$ cat src/rtl/tcp_pkg.sv
// Shared types and constants for the terminal cursor positioner.
// Used by the front end, the command queue, the back end and the top level.
// No dependencies.
package tcp_pkg;

    // Screen size limits; margins and screen edges above them are capped.
    localparam int MAX_ROWS = 128;
    localparam int MAX_COLS = 256;

    // Depth of the queue between the front end and the back end.
    localparam int FIFO_DEPTH = 2;

    // Configuration register indexes.
    localparam logic [2:0] CFG_TOP_MARGIN    = 3'd0;
    localparam logic [2:0] CFG_BOTTOM_MARGIN = 3'd1;
    localparam logic [2:0] CFG_LAST_ROW      = 3'd2;
    localparam logic [2:0] CFG_LAST_COL      = 3'd3;
    localparam logic [2:0] CFG_ORIGIN_MODE   = 3'd4;

    typedef enum logic [2:0] {
        OP_SET     = 3'd0,
        OP_LEFT    = 3'd1,
        OP_RIGHT   = 3'd2,
        OP_DOWN    = 3'd3,
        OP_UP      = 3'd4,
        OP_INDEX   = 3'd5,
        OP_REV_IDX = 3'd6,
        OP_CR      = 3'd7
    } op_t;

    // Configuration after capping to the screen size limits.
    typedef struct packed {
        logic [6:0] top;
        logic [6:0] bot;
        logic [6:0] lrow;
        logic [7:0] lcol;
        logic       origin;
    } cfg_t;

    // One classified command as it travels through the queue.
    typedef struct packed {
        op_t        op;
        logic [6:0] set_row;
        logic [7:0] set_col;
        logic [7:0] amount;
    } cmd_t;

    function automatic logic [6:0] cap_row(input logic [6:0] v);
        logic [8:0] lim;
        lim = 9'(MAX_ROWS - 1);
        return ({2'b00, v} > lim) ? lim[6:0] : v;
    endfunction

    function automatic logic [7:0] cap_col(input logic [7:0] v);
        logic [9:0] lim;
        lim = 10'(MAX_COLS - 1);
        return ({2'b00, v} > lim) ? lim[7:0] : v;
    endfunction

endpackage

$ cat src/rtl/tcp_front.sv
// Front end of the cursor positioner: input handshake and command classification.
// Resolves absolute set targets against the margins and screen edges.
// Depends on tcp_pkg.
module tcp_front (
    input  logic           s_valid,
    output logic           s_ready,
    input  logic [2:0]     s_operation,
    input  logic [8:0]     s_target_row,
    input  logic [8:0]     s_target_col,
    input  logic [7:0]     s_amount,
    input  tcp_pkg::cfg_t  cfg,
    input  logic           q_full,
    output logic           q_push,
    output tcp_pkg::cmd_t  q_cmd
);
    import tcp_pkg::*;

    logic signed [10:0] row_abs;
    logic signed [10:0] row_off;
    logic [6:0]         row_max;

    assign s_ready = !q_full;
    assign q_push  = s_valid && !q_full;

    always_comb begin
        // Offset the row by the top margin in origin mode.
        row_off = cfg.origin ? $signed({4'b0000, cfg.top}) : 11'sd0;
        row_abs = $signed({{2{s_target_row[8]}}, s_target_row}) + row_off;
        row_max = cfg.origin ? cfg.bot : cfg.lrow;

        q_cmd.op     = op_t'(s_operation);
        q_cmd.amount = s_amount;

        if (row_abs < 11'sd0) begin
            q_cmd.set_row = 7'd0;
        end else if (row_abs > $signed({4'b0000, row_max})) begin
            q_cmd.set_row = row_max;
        end else begin
            q_cmd.set_row = row_abs[6:0];
        end

        if (s_target_col[8]) begin
            q_cmd.set_col = 8'd0;
        end else if (s_target_col[7:0] > cfg.lcol) begin
            q_cmd.set_col = cfg.lcol;
        end else begin
            q_cmd.set_col = s_target_col[7:0];
        end
    end

endmodule

$ cat src/rtl/tcp_fifo.sv
// Short command queue between the front end and the back end.
// Push and pop in the same cycle are allowed. Depends on tcp_pkg.
module tcp_fifo (
    input  logic           aclk,
    input  logic           aresetn,
    input  logic           push,
    input  tcp_pkg::cmd_t  push_cmd,
    output logic           full,
    input  logic           pop,
    output logic           not_empty,
    output tcp_pkg::cmd_t  pop_cmd
);
    import tcp_pkg::*;

    localparam int PTR_W = (FIFO_DEPTH > 1) ? $clog2(FIFO_DEPTH) : 1;
    localparam int CNT_W = $clog2(FIFO_DEPTH + 1);

    cmd_t             mem_reg [FIFO_DEPTH];
    logic [PTR_W-1:0] wr_ptr_reg, wr_ptr_next;
    logic [PTR_W-1:0] rd_ptr_reg, rd_ptr_next;
    logic [CNT_W-1:0] count_reg, count_next;

    assign full      = (count_reg == CNT_W'(FIFO_DEPTH));
    assign not_empty = (count_reg != '0);
    assign pop_cmd   = mem_reg[rd_ptr_reg];

    always_comb begin
        wr_ptr_next = wr_ptr_reg;
        rd_ptr_next = rd_ptr_reg;
        count_next  = count_reg;
        if (push) begin
            wr_ptr_next = (wr_ptr_reg == PTR_W'(FIFO_DEPTH - 1)) ? '0 : wr_ptr_reg + 1'b1;
        end
        if (pop) begin
            rd_ptr_next = (rd_ptr_reg == PTR_W'(FIFO_DEPTH - 1)) ? '0 : rd_ptr_reg + 1'b1;
        end
        if (push && !pop) begin
            count_next = count_reg + 1'b1;
        end else if (pop && !push) begin
            count_next = count_reg - 1'b1;
        end
    end

    always_ff @(posedge aclk) begin
        if (!aresetn) begin
            wr_ptr_reg <= '0;
            rd_ptr_reg <= '0;
            count_reg  <= '0;
        end else begin
            wr_ptr_reg <= wr_ptr_next;
            rd_ptr_reg <= rd_ptr_next;
            count_reg  <= count_next;
        end
    end

    always_ff @(posedge aclk) begin
        if (push) begin
            mem_reg[wr_ptr_reg] <= push_cmd;
        end
    end

endmodule

$ cat src/rtl/tcp_back.sv
// Back end of the cursor positioner: executes commands on the cursor position.
// Holds the position registers and the output register. Depends on tcp_pkg.
module tcp_back (
    input  logic           aclk,
    input  logic           aresetn,
    input  tcp_pkg::cfg_t  cfg,
    input  logic           q_valid,
    input  tcp_pkg::cmd_t  q_cmd,
    output logic           q_pop,
    output logic           m_valid,
    input  logic           m_ready,
    output logic [6:0]     m_cursor_row,
    output logic [7:0]     m_cursor_col,
    output logic [7:0]     m_scroll_lines,
    output logic           m_scroll_reverse
);
    import tcp_pkg::*;

    logic [6:0] row_reg, row_next;
    logic [7:0] col_reg, col_next;
    logic       valid_reg;
    logic [6:0] out_row_reg;
    logic [7:0] out_col_reg;
    logic [7:0] lines_reg, lines_next;
    logic       rev_reg, rev_next;

    logic [8:0]        row_sum;
    logic signed [9:0] row_diff;
    logic [6:0]        down_lim, down_row;
    logic [6:0]        up_lim, up_row;
    logic [8:0]        col_sum;
    logic [8:0]        fwd_lines;
    logic [8:0]        rev_lines;

    assign q_pop = q_valid && (!valid_reg || m_ready);

    always_comb begin
        row_sum  = {2'b00, row_reg} + {1'b0, q_cmd.amount};
        row_diff = $signed({3'b000, row_reg}) - $signed({2'b00, q_cmd.amount});
        col_sum  = {1'b0, col_reg} + {1'b0, q_cmd.amount};

        // Outside the region the screen edge bounds the move.
        down_lim = (row_reg > cfg.bot) ? cfg.lrow : cfg.bot;
        down_row = (row_sum > {2'b00, down_lim}) ? down_lim : row_sum[6:0];
        up_lim   = (row_reg < cfg.top) ? 7'd0 : cfg.top;
        up_row   = (row_diff < $signed({3'b000, up_lim})) ? up_lim : row_diff[6:0];

        fwd_lines = row_sum - {2'b00, cfg.bot};
        rev_lines = {1'b0, q_cmd.amount} + {2'b00, cfg.top} - {2'b00, row_reg};

        row_next   = row_reg;
        col_next   = col_reg;
        lines_next = 8'd0;
        rev_next   = 1'b0;

        unique case (q_cmd.op)
            OP_SET: begin
                row_next = q_cmd.set_row;
                col_next = q_cmd.set_col;
            end
            OP_LEFT: begin
                col_next = ({1'b0, col_reg} < {1'b0, q_cmd.amount}) ? 8'd0
                                                                    : col_reg - q_cmd.amount;
            end
            OP_RIGHT: begin
                col_next = (col_sum > {1'b0, cfg.lcol}) ? cfg.lcol : col_sum[7:0];
            end
            OP_DOWN: begin
                row_next = down_row;
            end
            OP_UP: begin
                row_next = up_row;
            end
            OP_INDEX: begin
                if (row_reg > cfg.bot || row_sum <= {2'b00, cfg.bot}) begin
                    row_next = down_row;
                end else begin
                    // Crossing the bottom margin: stop there and scroll the rest.
                    row_next   = cfg.bot;
                    lines_next = fwd_lines[7:0];
                end
            end
            OP_REV_IDX: begin
                if (row_reg < cfg.top || row_diff >= $signed({3'b000, cfg.top})) begin
                    row_next = up_row;
                end else begin
                    row_next   = cfg.top;
                    lines_next = rev_lines[7:0];
                    rev_next   = 1'b1;
                end
            end
            OP_CR: begin
                col_next = 8'd0;
            end
            default: begin
                col_next = col_reg;
            end
        endcase
    end

    always_ff @(posedge aclk) begin
        if (!aresetn) begin
            row_reg   <= 7'd0;
            col_reg   <= 8'd0;
            valid_reg <= 1'b0;
        end else begin
            if (q_pop) begin
                row_reg   <= row_next;
                col_reg   <= col_next;
                valid_reg <= 1'b1;
            end else if (m_ready) begin
                valid_reg <= 1'b0;
            end
        end
    end

    always_ff @(posedge aclk) begin
        if (q_pop) begin
            out_row_reg <= row_next;
            out_col_reg <= col_next;
            lines_reg   <= lines_next;
            rev_reg     <= rev_next;
        end
    end

    assign m_valid          = valid_reg;
    assign m_cursor_row     = out_row_reg;
    assign m_cursor_col     = out_col_reg;
    assign m_scroll_lines   = lines_reg;
    assign m_scroll_reverse = rev_reg;

endmodule

$ cat src/rtl/terminal_cursor_positioner_top.sv
// Top level of the terminal cursor positioner: configuration registers and
// the front end, command queue and back end. Depends on tcp_pkg, tcp_front,
// tcp_fifo and tcp_back.
//
// Usage:
//   Commands enter on the s_ channel (valid/ready); each accepted command
//   yields exactly one result on the m_ channel (valid/ready): the cursor
//   row and column after the command, plus a scroll count and direction
//   for index and reverse index that cross a margin.
//   Configuration registers (top margin, bottom margin, last row, last
//   column, origin mode) are written through cfg_we/cfg_index/cfg_wdata;
//   the user must write them only while no command is in flight, and the
//   block itself does not enforce this.
//   A command is written into the queue, popped by the back end, and its
//   result is registered in the output register that drives m_.
//   Throughput: one command per cycle while m_ready stays high, set by the
//   clamp and compare path on the position registers in the back end.
//   When the receiver stalls, the result holds in the output register and
//   the two-entry queue keeps taking commands until it fills; s_ready then
//   drops until results drain.
//   Reset (aresetn low, synchronous) empties the queue, drops any pending
//   result, homes the cursor to row 0 column 0 and restores the default
//   80 by 24 screen with full-screen margins.
module terminal_cursor_positioner_top (
    input  logic       aclk,
    input  logic       aresetn,
    // Configuration write port
    input  logic       cfg_we,
    input  logic [2:0] cfg_index,
    input  logic [7:0] cfg_wdata,
    // Command channel
    input  logic       s_valid,
    output logic       s_ready,
    input  logic [2:0] s_operation,
    input  logic [8:0] s_target_row,
    input  logic [8:0] s_target_col,
    input  logic [7:0] s_amount,
    // Result channel
    output logic       m_valid,
    input  logic       m_ready,
    output logic [6:0] m_cursor_row,
    output logic [7:0] m_cursor_col,
    output logic [7:0] m_scroll_lines,
    output logic       m_scroll_reverse
);
    import tcp_pkg::*;

    logic [6:0] top_margin_reg;
    logic [6:0] bottom_margin_reg;
    logic [6:0] last_row_reg;
    logic [7:0] last_col_reg;
    logic       origin_mode_reg;

    cfg_t cfg;
    cmd_t push_cmd;
    cmd_t pop_cmd;
    logic q_push;
    logic q_pop;
    logic q_full;
    logic q_valid;

    // Register writes; unknown indexes are dropped.
    always_ff @(posedge aclk) begin
        if (!aresetn) begin
            top_margin_reg    <= 7'd0;
            bottom_margin_reg <= 7'd23;
            last_row_reg      <= 7'd23;
            last_col_reg      <= 8'd79;
            origin_mode_reg   <= 1'b0;
        end else if (cfg_we) begin
            unique case (cfg_index)
                CFG_TOP_MARGIN:    top_margin_reg    <= cfg_wdata[6:0];
                CFG_BOTTOM_MARGIN: bottom_margin_reg <= cfg_wdata[6:0];
                CFG_LAST_ROW:      last_row_reg      <= cfg_wdata[6:0];
                CFG_LAST_COL:      last_col_reg      <= cfg_wdata;
                CFG_ORIGIN_MODE:   origin_mode_reg   <= cfg_wdata[0];
                default: begin
                end
            endcase
        end
    end

    // Cap the bottom margin and screen edges to the screen size limits once, for both ends.
    always_comb begin
        cfg.top    = top_margin_reg;
        cfg.bot    = cap_row(bottom_margin_reg);
        cfg.lrow   = cap_row(last_row_reg);
        cfg.lcol   = cap_col(last_col_reg);
        cfg.origin = origin_mode_reg;
    end

    tcp_front u_front (
        .s_valid      (s_valid),
        .s_ready      (s_ready),
        .s_operation  (s_operation),
        .s_target_row (s_target_row),
        .s_target_col (s_target_col),
        .s_amount     (s_amount),
        .cfg          (cfg),
        .q_full       (q_full),
        .q_push       (q_push),
        .q_cmd        (push_cmd)
    );

    tcp_fifo u_fifo (
        .aclk      (aclk),
        .aresetn   (aresetn),
        .push      (q_push),
        .push_cmd  (push_cmd),
        .full      (q_full),
        .pop       (q_pop),
        .not_empty (q_valid),
        .pop_cmd   (pop_cmd)
    );

    tcp_back u_back (
        .aclk             (aclk),
        .aresetn          (aresetn),
        .cfg              (cfg),
        .q_valid          (q_valid),
        .q_cmd            (pop_cmd),
        .q_pop            (q_pop),
        .m_valid          (m_valid),
        .m_ready          (m_ready),
        .m_cursor_row     (m_cursor_row),
        .m_cursor_col     (m_cursor_col),
        .m_scroll_lines   (m_scroll_lines),
        .m_scroll_reverse (m_scroll_reverse)
    );

endmodule

$ cat config.mk
export PLATFORM = sky130hd
export DESIGN_NAME = terminal_cursor_positioner_top
export DESIGN_NICKNAME = d
export VERILOG_FILES = /design/src/rtl/tcp_pkg.sv /design/src/rtl/tcp_front.sv /design/src/rtl/tcp_fifo.sv /design/src/rtl/tcp_back.sv /design/src/rtl/terminal_cursor_positioner_top.sv
export SDC_FILE = /design/constraint.sdc
export NUM_CORES = 1
export LEC_CHECK = 0
export BUFFER_PORTS_ARGS = -buffer_cell sky130_fd_sc_hd__buf_2
export CAP_MARGIN = 0
export CORE_MARGIN = 2
export CORE_UTILIZATION = 30
export CTS_BUF_LIST = sky130_fd_sc_hd__clkbuf_8 sky130_fd_sc_hd__clkbuf_16
export DETAILED_ROUTE_END_ITERATION = 8
export PLACE_DENSITY = 0.5
export SYNTH_ARGS = -nofsm -noshare
export SYNTH_HDL_FRONTEND = slang
export SYNTH_HIERARCHICAL = 1
export SYNTH_SLANG_ARGS = --single-unit
export TNS_END_PERCENT = 100
$ cat constraint.sdc
create_clock -name aclk -period 5.5 [get_ports aclk]
set_clock_uncertainty 0.1 [all_clocks]
set_input_delay 1.1 -clock aclk [delete_from_list [all_inputs] [get_ports aclk]]
set_output_delay 1.1 -clock aclk [all_outputs]
set_load 0.05 [all_outputs]
==> parameters.txt <==
Parameter                              Value

Final layout
  Layout overhead on the synthesized area    13.0%
  Max FFs per register    between 50 and 60
  Area of the multi-input gates    between 6000 and 7000 µm²
  Number of nets in the final layout    between 1,000 and 1,500
  Fill cell total of the finished layout    between 3,000 and 4,000
  Fraction of layout instances using a drive strength above 1    0.158
  Commonest non-fill, non-tap cell in the layout    ha_1
  Post-layout util    0.344
  Diode count    0
  Area used by sequential logic in the layout    around 3300 µm²
  Leading cell types in the layout, fill and taps excluded    109 x ha_1, 79 x inv_1, 76 x edfxtp_1, 70 x buf_2, 64 x nand2_1

Global route
  Antenna violations before repair    0
  Wire length of the first global-routing pass    ~46,000 µm
  GRT Total Usage    0.179
  GRT Residual Overflow    0
  Maximum number of pins on one net before global-route repair    49
  Via count of the first global-routing pass    7,624

Floorplanning
  Ports    71
  Die boundary height    between 150 and 200 µm
  Number of rows created at floorplan    66
  Width of the chip    186 µm
  Core area    32,600 µm²
  Effective utilization at floorplan    0.305
  Die area    34,600 µm²

Synth
  Yosys synthesis warning count    6
  Number of flops mapped to enable cells by yosys    76
  Share of synthesized area occupied by flip-flops and latches    0.332
  Post-synthesis adder-cell area fraction    0.163
  Post-synthesis register bit count    roughly 130
  Async SR Flop Fraction    0
  Post-synthesis instance area    about 9900 µm²
  Mean instance size in the synthesized netlist    ~9.8 µm²
  Dominant cell type by area after synthesis    edfxtp_1
  Synth cell types    81
  Area share of xor/xnor cells in the synthesized design    0.0379
  Cells after synthesis    roughly 1,000
  Post-synth top flop    edfxtp_1
  Area share of the largest cell type after synthesis    0.230
  Synthesized-area fraction occupied by and/or/nand/nor cells    0.143
  Compound-Gate Fraction of Synth Area    0.169
  Combinational family with the most area after synthesis    compound AO/OA/AOI/OAI gates
  Net count of the mapped netlist    ~1,200
  Share of synthesized area spent on multiplexers    0.0952
  Top area cells in the synthesized netlist    edfxtp_1 23%, ha_1 14%, dfxtp_1 10%, mux2i_1 6.3%, a21oi_1 3.2%

Critical path
  Library cell appearing most often on the critical path    nor3_1
  Buffering stage count on the worst path with inverters included    1
  Worst Path Required    around 5.7 ns
  Critical path's top delay family    compound AO/OA/AOI/OAI gates
  Crit path capture type    flop
  Arrival time at the worst endpoint    roughly 5.3 ns
  Largest stage delay on the critical path    0.60 ns
  Crit path max fanout    8
  Startpoint type of the worst setup path    flop
  Cells traversed along the worst timing path    mux2_2 -> inv_1 -> ha_1 -> nand2b_1 -> a2111oi_2 -> nor3_1 -> xor2_1 -> ha_1 -> a211oi_1 -> o211a_1 -> nor3_1 -> nor3_1 -> nor2_1 -> o221ai_1 -> o21a_1
  Worst Path Class, Setup    reg -> reg
  Slowest stage cell on the critical path    dfxtp_1

Drt
  Violation count after the first detailed-route iteration    just over 700
  Final antenna-violating net count    0
  DRC violations left    0
  Mean routed wirelength per cell    slightly below 20 µm
  First-pass iteration count of the detailed router    5
  Vias per Instance    slightly above 5
  Via count of the routed design    a little under 8,000
  Total wire length    between 30,000 and 40,000 µm

STA
  Pins over their slew limit    0
  Worst relative slew slack    0.309
  Final setup violation count    0
  Actual slew at the worst max-slew pin    between 1 and 1.5 ns
  Upper clock frequency limit    roughly 0.2 GHz
  Number of hold violations in the final report    0
  Post-Route Setup TNS    0 ns
  RSZ-0062 raised after global routing    false
  Final critical path time including I/O delays and setup    between 5 and 6 ns
  Fraction of the cycle the final worst path needs    0.918

Clock tree
  Count of cells resized by post-cts repair    0
  Hold-fix buffers at CTS    0
  Bufs on Longest Clock Path    2
  CTS clock-pin slew for the worst setup and hold paths    ~0.060 ns
  CTS tree    done
  Clock sink total    ~130
  Clock latency of the later-clocked register in the worst-skew pair    0.43 ns
  Number of H-tree levels    4
  Total CTS buffers    17
  Clock root buffer    clkbuf_16
  Setup fix buffers added after clock tree synthesis    0

Job
  Number of maximum-capacitance violations    0

Status
  Result of the run    completed

Place
  GPL Wtd Cong    0.884
  DPL Wire Length    approximately 24,000 µm
  # port buffers    70

Pwr
  Static Leakage    about 4.7 nW
  Peak ir drop on the vdd network    0.000295 V
  Power per cell area    ~650 nW/µm²

Worst hold path
  Class of the most critical hold timing path    reg -> reg
  Start point of the worst hold path    last_row_reg[5]
stage by stage:
step | setup WS [ns] | power (W) | area, µm² | hold WS, ns | std cells
floorplan | 1.02 | 0.00496 | 9940 | 0.334 | 1017
CTS | 0.483 | 0.00732 | 11200 | 0.395 | 1528
detailed placement | 0.544 | 0.00620 | 10700 | 0.383 | 1496
global placement | 0.481 | 0.00623 | 10700 | 0.370 | 1496
global route | 0.132 | 0.00790 | 11200 | 0.421 | 1528
finish | 0.450 | 0.00736 | 11200 | 0.393 | 1528
worst reg2reg max path: cells and delay by family, from the launching register on:
family / cells / cell delay, ns
AO/OA/AOI/OAI: 5 / 1.36
XOR/XNOR: 1 / 0.41
adder cells (fa/ha/maj): 2 / 0.71
buffers and inverters: 1 / 0.10
flip-flops: 1 / 0.60
multiplexers: 1 / 0.46
AND/OR/NAND/NOR: 5 / 1.15
final timing paths:
kind	depth (start not counted)	slack (ns)	end
min reg2reg	2	0.39	last_row_reg[5]
max	15	0.45	u_back/m_cursor_row[3]
max reg2reg	15	0.45	u_back/m_cursor_row[3]
min	2	0.39	last_row_reg[5]
synthesized netlist by cell type, drive strengths merged, types with 4 or more instances:
| library cell | count |
|---|---|
| nor2b | 33 |
| or3 | 7 |
| dfxtp | 51 |
| edfxtp | 76 |
| a21oi | 63 |
| o221ai | 4 |
| o211ai | 8 |
| mux2 | 28 |
| o31a | 5 |
| and2 | 13 |
| o221a | 11 |
| buf | 30 |
| xor2 | 21 |
| nor3 | 10 |
| nand4 | 12 |
| nor2 | 49 |
| nand2b | 35 |
| ha | 109 |
| clkbuf | 20 |
| fa | 13 |
| a31oi | 7 |
| a211oi | 7 |
| nand2 | 64 |
| o21ai | 46 |
| or2 | 5 |
| nand3 | 17 |
| inv | 77 |
| mux2i | 63 |
| a221oi | 5 |
| o21a | 21 |
| xnor2 | 22 |
| a21boi | 5 |
| a21o | 18 |
| o21bai | 4 |
| o22ai | 9 |
power by group:
| group | leakage [nW] | internal [W] | total, W | switching [W] |
|---|---|---|---|---|
| registers | 1.14 | 0.00131 | 0.00150 | 0.000195 |
| logic | 3.30 | 0.00177 | 0.00477 | 0.00300 |
| clock network | 0.273 | 0.000596 | 0.00108 | 0.000481 |
| total | 4.71 | 0.00368 | 0.00736 | 0.00368 |
layer usage:
metal  part of all wire  wire [µm]  vias to the layer above  GRT usage
met4              0.020        607                        0     0.0504
met5                  0          0                        -          0
li1                   -          -                     3786          -
met3              0.051       1560                       39     0.0272
met2               0.44      13500                      246      0.278
met1               0.48      14700                     3837      0.256
layout make-up:
class / instances / share of cell area
Clock buffer: 18 / 0.0391
Clock inverter: 14 / 0.00980
Timing Repair Buffer: 87 / 0.0426
Sequential cell: 127 / 0.294
Tap cell: 442 / 0.0492
Inverter: 78 / 0.0272
Multi-Input combinational cell: 762 / 0.538
cells by family (layout without fill, tap and decap cells):
family / count (synthesis) / after routing
AO/OA/AOI/OAI: 240 / 240
flip-flops: 127 / 127
XOR/XNOR: 43 / 43
multiplexers: 91 / 91
adder cells (fa/ha/maj): 122 / 122
buffers and inverters: 128 / 197
AND/OR/NAND/NOR: 266 / 266
(Power assumes the default switching activity.)
